## config.mk

```make
export PLATFORM = sky130hd
export DESIGN_NAME = arc_length_to_param_lookup
export DESIGN_NICKNAME = d
export VERILOG_FILES = /design/src/hdl/alpl_pkg.sv /design/src/hdl/alpl_ram.sv /design/src/hdl/arc_length_to_param_lookup.sv
export SDC_FILE = /design/constraint.sdc
export NUM_CORES = 2
export LEC_CHECK = 0
export BUFFER_PORTS_ARGS = -buffer_cell sky130_fd_sc_hd__buf_2
export CORE_MARGIN = 1.5
export CORE_UTILIZATION = 30
export CTS_BUF_LIST = sky130_fd_sc_hd__clkbuf_16
export CTS_CLUSTER_SIZE = 16
export DETAILED_ROUTE_END_ITERATION = 10
export PLACE_DENSITY = 0.41
export SLEW_MARGIN = 20
export SYNTH_ARGS = -nofsm -noshare
export SYNTH_HDL_FRONTEND = slang
export SYNTH_HIERARCHICAL = 1
export SYNTH_SLANG_ARGS = --single-unit
```

## constraint.sdc

```tcl
create_clock -name clk -period 10.95 [get_ports clk]
set_input_delay 1.095 -clock clk [delete_from_list [all_inputs] [get_ports clk]]
set_output_delay 1.095 -clock clk [all_outputs]
set_load 0.03 [all_outputs]
```

## src/hdl/alpl_pkg.sv

```systemverilog
// Shared constants for the arc length to parameter lookup block.
// Field widths, fixed point constants, op and result codes.
// No dependencies.
`default_nettype none

package alpl_pkg;

  localparam int TABLE_DEPTH_DEF = 64;

  localparam int DIST_W  = 32;
  localparam int PARAM_W = 17;
  localparam int FRAC_W  = 16;
  localparam int COUNT_W = 7;
  localparam int INDEX_W = 6;
  localparam int CODE_W  = 2;

  localparam logic [PARAM_W-1:0] ONE_Q16  = 17'h10000;
  localparam logic [PARAM_W-1:0] ZERO_Q16 = 17'h00000;

  localparam logic OP_WRITE = 1'b0;
  localparam logic OP_QUERY = 1'b1;

  localparam logic [CODE_W-1:0] CASE_INTERP = 2'd0;
  localparam logic [CODE_W-1:0] CASE_NEG    = 2'd1;
  localparam logic [CODE_W-1:0] CASE_END    = 2'd2;
  localparam logic [CODE_W-1:0] CASE_OTHER  = 2'd3;

endpackage

`default_nettype wire

```

## src/hdl/alpl_ram.sv

```systemverilog
// Generic single write port, single read port RAM with registered read.
// Holds the breakpoint table. No dependencies.
`default_nettype none

module alpl_ram #(
  parameter int WIDTH = 8,
  parameter int DEPTH = 64
) (
  input  wire logic                     clk,
  input  wire logic                     we,
  input  wire logic [$clog2(DEPTH)-1:0] waddr,
  input  wire logic [WIDTH-1:0]         wdata,
  input  wire logic [$clog2(DEPTH)-1:0] raddr,
  output logic      [WIDTH-1:0]         rdata
);

  logic [WIDTH-1:0] mem [DEPTH];

  always_ff @(posedge clk) begin
    if (we) begin
      mem[waddr] <= wdata;
    end
    rdata <= mem[raddr];
  end

endmodule

`default_nettype wire

```

## src/hdl/arc_length_to_param_lookup.sv

```systemverilog
// Top level of the arc length to parameter lookup: breakpoint table in RAM,
// span scan, serial divide and interpolation. Uses alpl_pkg and alpl_ram.
//
//   channel   signals                                         handshake
//   input     op, entry_index, distance, param_value          start && !busy
//   config    cfg_wr_data (entry_count)                       cfg_wr_en
//   result    param_out, span_found, case_code                done, one cycle
//
// A write item gives no result; busy stays low.
// A query scans the table one entry per cycle out of the RAM read port
// (only the entries in use, at most TABLE_DEPTH), then runs a 16 step
// restoring divide, one multiply and one add; done is high in the first
// cycle with busy low again.
// A query with entry_count 0 answers in the next cycle without raising busy.
// rst is synchronous; the table contents are not cleared.
// The receiver cannot stall; each result is shown for one cycle only.
`default_nettype none

module arc_length_to_param_lookup #(
  parameter int TABLE_DEPTH = alpl_pkg::TABLE_DEPTH_DEF
) (
  input  wire logic                               clk,
  input  wire logic                               rst,
  input  wire logic                               start,
  output logic                                    busy,
  input  wire logic                               op,
  input  wire logic [alpl_pkg::INDEX_W-1:0]       entry_index,
  input  wire logic signed [alpl_pkg::DIST_W-1:0] distance,
  input  wire logic [alpl_pkg::PARAM_W-1:0]       param_value,
  input  wire logic                               cfg_wr_en,
  input  wire logic [alpl_pkg::COUNT_W-1:0]       cfg_wr_data,
  output logic                                    done,
  output logic      [alpl_pkg::PARAM_W-1:0]       param_out,
  output logic      [alpl_pkg::INDEX_W-1:0]       span_found,
  output logic      [alpl_pkg::CODE_W-1:0]        case_code
);

  localparam int IDX_W = $clog2(TABLE_DEPTH);
  localparam int DW    = alpl_pkg::DIST_W;
  localparam int PW    = alpl_pkg::PARAM_W;
  localparam int FW    = alpl_pkg::FRAC_W;
  localparam int ENT_W = DW + PW;
  localparam int CNT_W = $clog2(FW);

  localparam logic [2:0] ST_IDLE = 3'd0;
  localparam logic [2:0] ST_SCAN = 3'd1;
  localparam logic [2:0] ST_DIV  = 3'd2;
  localparam logic [2:0] ST_MUL  = 3'd3;
  localparam logic [2:0] ST_FIN  = 3'd4;

  logic [2:0]                 state;
  logic [alpl_pkg::COUNT_W-1:0] entry_count;
  logic [IDX_W-1:0]           rd_idx;
  logic [IDX_W-1:0]           last_idx;
  logic signed [DW-1:0]       query_dist;
  logic signed [DW-1:0]       prev_dist;
  logic [PW-1:0]              prev_param;
  logic [PW-1:0]              p0;
  logic [PW-1:0]              p1;
  logic [DW-1:0]              rem;
  logic [DW-1:0]              span;
  logic [FW-1:0]              quot;
  logic [CNT_W-1:0]           div_cnt;
  logic [alpl_pkg::INDEX_W-1:0] span_idx;
  logic signed [PW+FW+1:0]    prod;

  logic                       wr_en;
  logic [IDX_W-1:0]           raddr;
  logic [ENT_W-1:0]           wdata;
  logic [ENT_W-1:0]           rdata;
  logic [PW-1:0]              param_sat;
  logic signed [DW-1:0]       cur_dist;
  logic [PW-1:0]              cur_param;
  logic                       hit;
  logic [alpl_pkg::CODE_W-1:0] end_code;
  logic [PW-1:0]              end_param;
  logic [DW:0]                rem_shift;
  logic                       rem_ge;
  logic signed [PW:0]         p_diff;
  logic signed [PW+2:0]       interp_sum;
  int                         lim;

  assign busy = (state != ST_IDLE);

  // Table write: ignored past the table depth
  assign param_sat = (param_value > alpl_pkg::ONE_Q16) ? alpl_pkg::ONE_Q16 : param_value;
  assign wr_en = start && !busy && (op == alpl_pkg::OP_WRITE) &&
                 (32'(entry_index) < 32'(TABLE_DEPTH));
  assign wdata = {distance, param_sat};
  assign raddr = (state == ST_SCAN) ? rd_idx + IDX_W'(1) : '0;

  alpl_ram #(
    .WIDTH(ENT_W),
    .DEPTH(TABLE_DEPTH)
  ) u_table (
    .clk  (clk),
    .we   (wr_en),
    .waddr(IDX_W'(entry_index)),
    .wdata(wdata),
    .raddr(raddr),
    .rdata(rdata)
  );

  assign cur_dist  = rdata[ENT_W-1:PW];
  assign cur_param = rdata[PW-1:0];
  assign hit = (query_dist >= prev_dist) && (query_dist < cur_dist);

  // No span matched: decide against the last entry's distance
  always_comb begin
    if (query_dist[DW-1]) begin
      end_code  = alpl_pkg::CASE_NEG;
      end_param = alpl_pkg::ZERO_Q16;
    end else if (query_dist >= cur_dist) begin
      end_code  = alpl_pkg::CASE_END;
      end_param = alpl_pkg::ONE_Q16;
    end else begin
      end_code  = alpl_pkg::CASE_OTHER;
      end_param = alpl_pkg::ZERO_Q16;
    end
  end

  assign lim = (32'(entry_count) > 32'(TABLE_DEPTH)) ? TABLE_DEPTH : 32'(entry_count);

  // One restoring divide step; rem stays below span
  assign rem_shift = {rem, 1'b0};
  assign rem_ge    = (rem_shift >= {1'b0, span});

  assign p_diff     = $signed({1'b0, p1}) - $signed({1'b0, p0});
  assign interp_sum = $signed({3'b000, p0}) + (PW+3)'(prod >>> FW);

  always_ff @(posedge clk) begin
    if (rst) begin
      entry_count <= '0;
    end else if (cfg_wr_en) begin
      entry_count <= cfg_wr_data;
    end
  end

  always_ff @(posedge clk) begin
    if (rst) begin
      state <= ST_IDLE;
      done  <= 1'b0;
    end else begin
      done <= 1'b0;
      case (state)
        ST_IDLE: begin
          if (start && op == alpl_pkg::OP_QUERY) begin
            if (entry_count == '0) begin
              param_out  <= alpl_pkg::ZERO_Q16;
              span_found <= '0;
              case_code  <= distance[DW-1] ? alpl_pkg::CASE_NEG : alpl_pkg::CASE_OTHER;
              done       <= 1'b1;
            end else begin
              query_dist <= distance;
              last_idx   <= IDX_W'(lim - 1);
              rd_idx     <= '0;
              state      <= ST_SCAN;
            end
          end
        end
        ST_SCAN: begin
          if (rd_idx == '0) begin
            prev_dist  <= cur_dist;
            prev_param <= cur_param;
            if (last_idx == '0) begin
              param_out  <= end_param;
              span_found <= '0;
              case_code  <= end_code;
              done       <= 1'b1;
              state      <= ST_IDLE;
            end else begin
              rd_idx <= rd_idx + IDX_W'(1);
            end
          end else if (hit) begin
            rem      <= query_dist - prev_dist;
            span     <= cur_dist - prev_dist;
            p0       <= prev_param;
            p1       <= cur_param;
            span_idx <= alpl_pkg::INDEX_W'(32'(rd_idx) - 1);
            div_cnt  <= '0;
            state    <= ST_DIV;
          end else if (rd_idx == last_idx) begin
            param_out  <= end_param;
            span_found <= '0;
            case_code  <= end_code;
            done       <= 1'b1;
            state      <= ST_IDLE;
          end else begin
            // advance: current entry becomes the span start
            prev_dist  <= cur_dist;
            prev_param <= cur_param;
            rd_idx     <= rd_idx + IDX_W'(1);
          end
        end
        ST_DIV: begin
          rem     <= rem_ge ? DW'(rem_shift - {1'b0, span}) : rem_shift[DW-1:0];
          quot    <= {quot[FW-2:0], rem_ge};
          div_cnt <= div_cnt + CNT_W'(1);
          if (div_cnt == CNT_W'(FW - 1)) begin
            state <= ST_MUL;
          end
        end
        ST_MUL: begin
          prod  <= p_diff * $signed({1'b0, quot});
          state <= ST_FIN;
        end
        ST_FIN: begin
          param_out  <= interp_sum[PW-1:0];
          span_found <= span_idx;
          case_code  <= alpl_pkg::CASE_INTERP;
          done       <= 1'b1;
          state      <= ST_IDLE;
        end
        default: begin
          state <= ST_IDLE;
        end
      endcase
    end
  end

`ifndef SYNTHESIS
  a_done_idle: assert property (@(posedge clk) disable iff (rst) done |-> !busy)
    else $error("result strobe while busy");

  a_write_no_result: assert property (@(posedge clk) disable iff (rst)
    (start && !busy && op == alpl_pkg::OP_WRITE) |=> !done)
    else $error("write item produced a result");

  a_div_holds: assert property (@(posedge clk) disable iff (rst)
    (state == ST_DIV && div_cnt != CNT_W'(FW - 1)) |=> state == ST_DIV)
    else $error("divide left early");

  a_scan_bound: assert property (@(posedge clk) disable iff (rst)
    state == ST_SCAN |-> rd_idx <= last_idx)
    else $error("scan ran past last entry");
`endif

endmodule

`default_nettype wire

```

# Word level (Yosys, flattened, before mapping)
# Memories as Yosys holds them, arrays and structs flattened. A register that Yosys moved wholly into a read port is not among the register bits.
# Cells that the tools add are included.
[totals] ram_bits=3136 mem_count=1 output_inout_bits=27 elab_cells=148 register_bits=286 input_bits=67
[classes] mux=66 order_cmp=6 n_bitwise=4 eq_ne=20 add_sub_neg=9 mul=1 reduce_logical=22
[memory_table] name="u_table.mem" words=64 word_bits=49 rd=1 rd_ports_with_merged_regs=1 write_ports=1 line_no="alpl_ram.sv:17" rtl="logic [WIDTH-1:0] mem [DEPTH];"
[op_table] cell="2-to-1 mux 17 bit" n=12
[op_table] cell="2-to-1 mux 32 bit" n=6
[op_table] cell="subtractor 32 bit" n=3
[op_table] cell="2-to-1 mux 6 bit" n=14
[op_table] cell="greater-or-equal comparator 32 bit" n=2
[op_table] cell="one-hot mux 32 bit (2 select lines)" n=1
[op_table] cell="one-hot mux 17 bit (3 select lines)" n=1
[op_table] cell="greater-or-equal comparator 33 x 32 -> 1 bit" n=1
[op_table] cell="multiplier 18 x 17 -> 33 bit" n=1
[op_table] cell="less-than comparator 32 bit" n=1
[op_table] cell="2-to-1 mux 3 bit" n=7
[op_table] cell="one-hot mux 6 bit (3 select lines)" n=1
[op_table] cell="subtractor 17 x 17 -> 18 bit" n=1
[op_table] cell="adder 17 bit" n=1
[op_table] cell="> comparator 17 bit, second input constant" n=1
[op_table] cell="2-to-1 mux 2 bit" n=8
[op_table] cell="AND reduction 4 bit" n=4
[op_table] cell="inequality test 2 bit, second input constant" n=7
[op_table] cell="AND reduction 7 bit" n=2
[op_table] cell="logical NOT 6 bit" n=2
[op_table] cell="one-hot mux 3 bit (4 select lines)" n=1
[op_table] cell="one-hot mux 6 bit (2 select lines)" n=1
[op_table] cell="subtractor 6 x 1 -> 6 bit, second input constant" n=2
[op_table] cell="2-to-1 mux 1 bit" n=9
[op_table] cell="other kinds (26)" n=39

# Longest topological paths before layout
[logic_depth] ltp_word=7 ltp_mapped=37 depth_no_buf=36

# Modules after synthesis
# Netlist, hierarchy kept.
[modules_own_cells] module="alpl_ram" seq_area_each_um2=95151.3 n_inst=1 cells_each=5311 area_each_um2=120306.6
[modules_own_cells] module="arc_length_to_param_lookup" seq_area_each_um2=7997.7 n_inst=1 cells_each=2777 area_each_um2=27432.6

# Worst setup path before layout
# Ideal clock, no wire load.
[synth_timing] kind="flip-flop to flip-flop" from="reg p0[1]" to="reg prod[28] (data pin)" arrival_time_ps=7589 setup_slack_ps=3104 t_required_ps=10692 setup_time_ps=258 path_stages_with_launch=34 path_buffers=1 period_less_slack_ps=7846 cell_sequence="edfxtp_1 > inv_1 > ha_1 > nor2b_1 > o21ai_1 > a21boi_1 > nor4b_2 > o31ai_1 > a21o_1 > a21oi_1 > xnor2_1 > clkbuf_1 > and2_1 > fa_1 > inv_1 > fa_1 > fa_1 > inv_1 > fa_1 > fa_1 > inv_1 > fa_1 > inv_1 > ha_1 > nand2_1 > a21oi_1 > a211oi_1 > a31oi_1 > a311oi_2 > o21ai_1 > a211oi_1 > o21bai_1 > a21oi_1 > xnor2_1"
[synth_via] elab_chain_cells=2
[synth_lines] item="start: declaration" line_no="arc_length_to_param_lookup.sv:58" rtl="logic [PW-1:0] p0;"
[synth_lines] item="start signal: assignment" line_no="arc_length_to_param_lookup.sv:177" rtl="p0 <= prev_param;"
[synth_lines] item="subtractor 17 x 17 -> 18 bit" line_no="arc_length_to_param_lookup.sv:128" rtl="assign p_diff = $signed({1'b0, p1}) - $signed({1'b0, p0});"
[synth_lines] item="multiplier 18 x 17 -> 33 bit" line_no="arc_length_to_param_lookup.sv:204" rtl="prod <= p_diff * $signed({1'b0, quot});"
[synth_lines] item="end signal: assignment" line_no="arc_length_to_param_lookup.sv:204"
[synth_lines] item="end: declaration" line_no="arc_length_to_param_lookup.sv:65" rtl="logic signed [PW+FW+1:0] prod;"
# Every way passes these cells.
# A chain may end at the register's enable or synchronous reset.

# Worst setup path in the final report
[layout_timing] from="reg p0[0]" to="reg prod[32] (data pin)"
# The elaborated chain is that of the path after synthesis.

==> results <==
- The run finished with clean final reports.
- The width of the chip is 705 um.
- Derived from the worst setup path, the maximum achievable clock frequency is 109 MHz.
- The net count after synthesis is 8,683.
- Setup violations remaining at the end of the flow were counted as 0.
- The number of buffers inserted for hold repair after clock tree synthesis is 0.
- After detailed routing, the number of vias per cell comes to 5.13.
- The maximum VDD drop is 0.000270 V.
- The CTS tree is built.
- In the post-synthesis netlist, the biggest area contributors are sky130_fd_sc_hd__edfxtp_1 (69%), sky130_fd_sc_hd__mux4_2 (11%), sky130_fd_sc_hd__fa_1 (3.8%).
- The first global-routing pass estimated 666 mm of wire.
- Across all setup checks in the final design, the least slack found is 1.74 ns.
- For the worst setup path, the data arrival time is 9.88 ns.
- The final-stage net count is 9,045.
- Once layout is complete, the utilization of the core stands at 0.346.
- The synthesized netlist occupies a cell area of 0.148 sq mm.
- The maximum number of pins on one net before global-route repair is 107.
- The H-tree depth reported by CTS is 5.
- The region available for standard cell placement spans 0.490 sq mm.
- Wires add up to 481 mm.
- Of all nets on the critical path, the largest fanout is 16.
- The number of placement rows is 257.
- The routed design could run at a clock period as short as 9.21 ns.
- The setup slack at placement is 1.65 ns.
- The detail-routed net length per standard cell is 31.5 um.
- Pin placement for this block handled 94 I/O pins.
- The count of cells in the finished layout, fillers not included, comes to 15,300.
- The placed instances occupy a cell area of 0.157 sq mm.
- Setup repair after global routing left no endpoint under its margin.
- The synthesized instance count is 8,088.
- The max-slew violation total from the final report is 0.
- The tightest min-delay check is of the flop to flop type.
- For this run, the register share of the synthesized area comes to 0.698.
- The buffer cell driving the clock tree root is sky130_fd_sc_hd__clkbuf_16.
- The share of async-settable or async-resettable flops after synthesis is 0.
- The count of warnings emitted by yosys is 6.
- The kind of start point of the critical path is a flop.
- The area growth from synthesis to final layout is 14.7%.
- Across all layers, the routed design uses 78,500 vias.
- The number of buffers inserted during clock tree synthesis is 391.
- The total count of hold-check failures in the final report is 0.
- The distinct cell type count of the synthesized netlist is 97.
- The filler cells instantiated in the layout total 46,500.
- The remaining max-slew budget at the tightest pin is 0.204.
- The number of enable flip-flop cells after synthesis is 3,395.
- The final routed DRC violation total is 0.
- The cell seen most often among critical-path stages is sky130_fd_sc_hd__fa_1.
- The analysis attributes to cell leakage a power of 55.0 nW.
- sky130_fd_sc_hd__edfxtp_1 takes more of the synthesized area than any other cell.
- After routing the design area is 0.170 sq mm.
- The number of input and output port buffers inserted is 93.
- In the global route stage, overall resource usage came out at 0.190.
- Gates resized during post-CTS repair numbered 0.
- In the final layout, the share of cells above drive strength 1 is 0.199.
- The via count of the first global-routing pass was 81,600.
- The flip-flop and latch count after synthesis is 3,455.
- The y dimension of the die is 705 um.
- The critical path is of the flop to flop type.
- Max-cap violations in this run came to 0.
- Summed over all failing endpoints, the final setup total negative slack is 0 ns.
- The initial antenna violation count is 60.
- Between clock sinks in the finished design, the worst skew comes to 0.0916 ns.
- The detail route stage leaves a number of antenna-violating nets equal to 0.
- The fraction of synthesized cell area taken by the top area cell type is 0.690.
- The setup check on the worst reg-to-reg path leaves a slack of 1.74 ns.
- The DRC marker count from the first detailed-route iteration is 7,585.
- In this design, the stage delay of the slowest critical-path cell is 0.61 ns.
- The largest individual stage delay along the critical path comes from the cell sky130_fd_sc_hd__fa_1.
- The wire-length estimate of the detail-placed layout is 289 mm.
- Counting tap cells, the placed design contains a total of 14,500 instances.
- The slew at the pin with the worst max-slew slack is 1.19 ns.
- STA classifies the critical path endpoint as a flop.
- The number of clock sinks is 3,455.
- Dividing the synthesized area by the synthesized cell count gives 18.3 sq um.
- In this run the post-CTS setup repair buffer count came out at 0.
- The longest clock path from root to sink contains 4 buffers.
- At the later pin of the worst-skew pair, clock insertion delay measures 1.00 ns.
- STA puts the critical path data required time at 11.62 ns.
- The global placer's final weighted congestion is 0.783.
- The most used flip-flop cell after synthesis is sky130_fd_sc_hd__edfxtp_1.
- Dividing the final minimum period by the clock period gives 0.841.
- For this run, the detailed router's first-pass iteration total came to 7.
- The effective utilization at floorplan is 0.301.
- The global-route congestion overflow total is 0.
- In this run the power density over the cells is 206 mW/mm^2.
- The area enclosed by the die boundary is 0.497 sq mm.
- After clock tree synthesis, the clock-pin slew on the worst setup and hold paths is 0.06 ns.
-- synthesized netlist by cell type (all sizes together) (41+ instances only) --
cell type  number
nand4         103
nor2          206
o221ai         78
fa            280
a21oi         144
ha            248
nor3           41
buf           220
a21o           57
nand3         121
dfxtp          60
a211oi         64
mux4          707
clkbuf        168
a22oi         124
xnor2         102
xor2           52
o22ai          85
edfxtp       3395
nand2b         46
inv           523
and2          143
o21ai         125
nor2b          91
mux2i         202
nand2         360
and3           59
-- final timing paths --
| check | start | endpoint | cells after the start |
|---|---|---|---|
| min | prev_param[15] | p0[15] | 0 |
| max reg2reg | p0[0] | prod[32] | 34 |
| max | p0[0] | prod[32] | 34 |
| min reg2reg | prev_param[15] | p0[15] | 0 |
-- cells in the final DEF, fill, tap and decap left out, types with 57 or more instances in the layout --
cell type	count
sky130_fd_sc_hd__clkinv_1	108
sky130_fd_sc_hd__a22oi_1	124
sky130_fd_sc_hd__nor2_1	126
sky130_fd_sc_hd__o22ai_1	85
sky130_fd_sc_hd__a21oi_1	143
sky130_fd_sc_hd__xnor2_1	102
sky130_fd_sc_hd__clkbuf_16	396
sky130_fd_sc_hd__inv_1	622
sky130_fd_sc_hd__buf_2	86
sky130_fd_sc_hd__nor2_4	75
sky130_fd_sc_hd__fa_1	280
sky130_fd_sc_hd__ha_1	248
sky130_fd_sc_hd__edfxtp_1	3395
sky130_fd_sc_hd__and3_1	59
sky130_fd_sc_hd__nand3_1	121
sky130_fd_sc_hd__a211oi_1	64
sky130_fd_sc_hd__buf_4	252
sky130_fd_sc_hd__nand2_1	354
sky130_fd_sc_hd__dfxtp_1	60
sky130_fd_sc_hd__a21o_1	57
sky130_fd_sc_hd__and2_1	142
sky130_fd_sc_hd__o221ai_1	77
sky130_fd_sc_hd__mux2i_1	202
sky130_fd_sc_hd__o21ai_0	111
sky130_fd_sc_hd__nand4_1	103
sky130_fd_sc_hd__clkinv_2	62
sky130_fd_sc_hd__nor2b_1	71
sky130_fd_sc_hd__mux4_2	707
-- registers in the layout (all words and copies together), names as in the netlist, 6 cells and up --
name	flops
span_found	6
u_table/rdata	49
prod	17
p1	17
quot	16
param_out	17
p0	17
rem	32
rd_idx	6
query_dist	32
span	32
entry_count	7
last_idx	6
u_table/mem	3136
prev_param	17
span_idx	6
prev_dist	32
-- power by group --
part | switching (W) | internal (W) | total [W]
logic | 0.00447 | 0.00287 | 0.00734
clock network | 0.00543 | 0.00710 | 0.0125
registers | 0.000165 | 0.0150 | 0.0151
total | 0.0101 | 0.0249 | 0.0350
-- layer usage --
layer / part of all wire / vias up / track usage
li1: - / 32700 / -
met2: 0.48 / 2060 / 0.315
met3: 0.051 / 586 / 0.0242
met5: 0.00017 / - / 0
met4: 0.021 / 14 / 0.0395
met1: 0.45 / 43100 / 0.269
-- critical path: cells and delay by family (launching register included) --
kind	cells	cell delay, ns
compound gates	11	2.75
xor+xnor	3	0.40
fa+ha+maj	9	4.07
buf+inv	7	0.55
flops	1	0.42
simple gates	4	0.74
-- area by class of cell --
cell class	instances	area (sq um)	area share
tap	6475	8100	0.0478
clock buffer	396	9910	0.0585
antenna	44	110	0.000649
timing repair buffer	357	2700	0.0159
multi-input combinational	3722	41300	0.244
sequential	3455	103000	0.608
inverter	523	1960	0.0116
clock inverter	328	2270	0.0134
-- cell families (layout without fill, tap and decap cells) --
group	after synthesis	after routing	share of synthesized area
DFF	3455	3455	0.698
and+or+nand+nor	1276	1276	0.0444
muxes	913	913	0.122
buffers and inverters	911	1604	0.0275
AOI/OAI and AO/OA	851	851	0.0401
adders and majority gates	528	528	0.0589
xor gates and xnor gates	154	154	0.00913
other	0	44	0
-- metrics by stage --
stage	power, W	hold slack, ns
2_1_floorplan	0.0204	0.400
3_3_place_gp	0.0229	0.403
3_5_place_dp	0.0229	0.405
4_1_cts	0.0355	0.306
5_1_grt	0.0367	0.348
6_report	0.0350	0.380
Note: power is estimated with default switching activity, not from simulation.
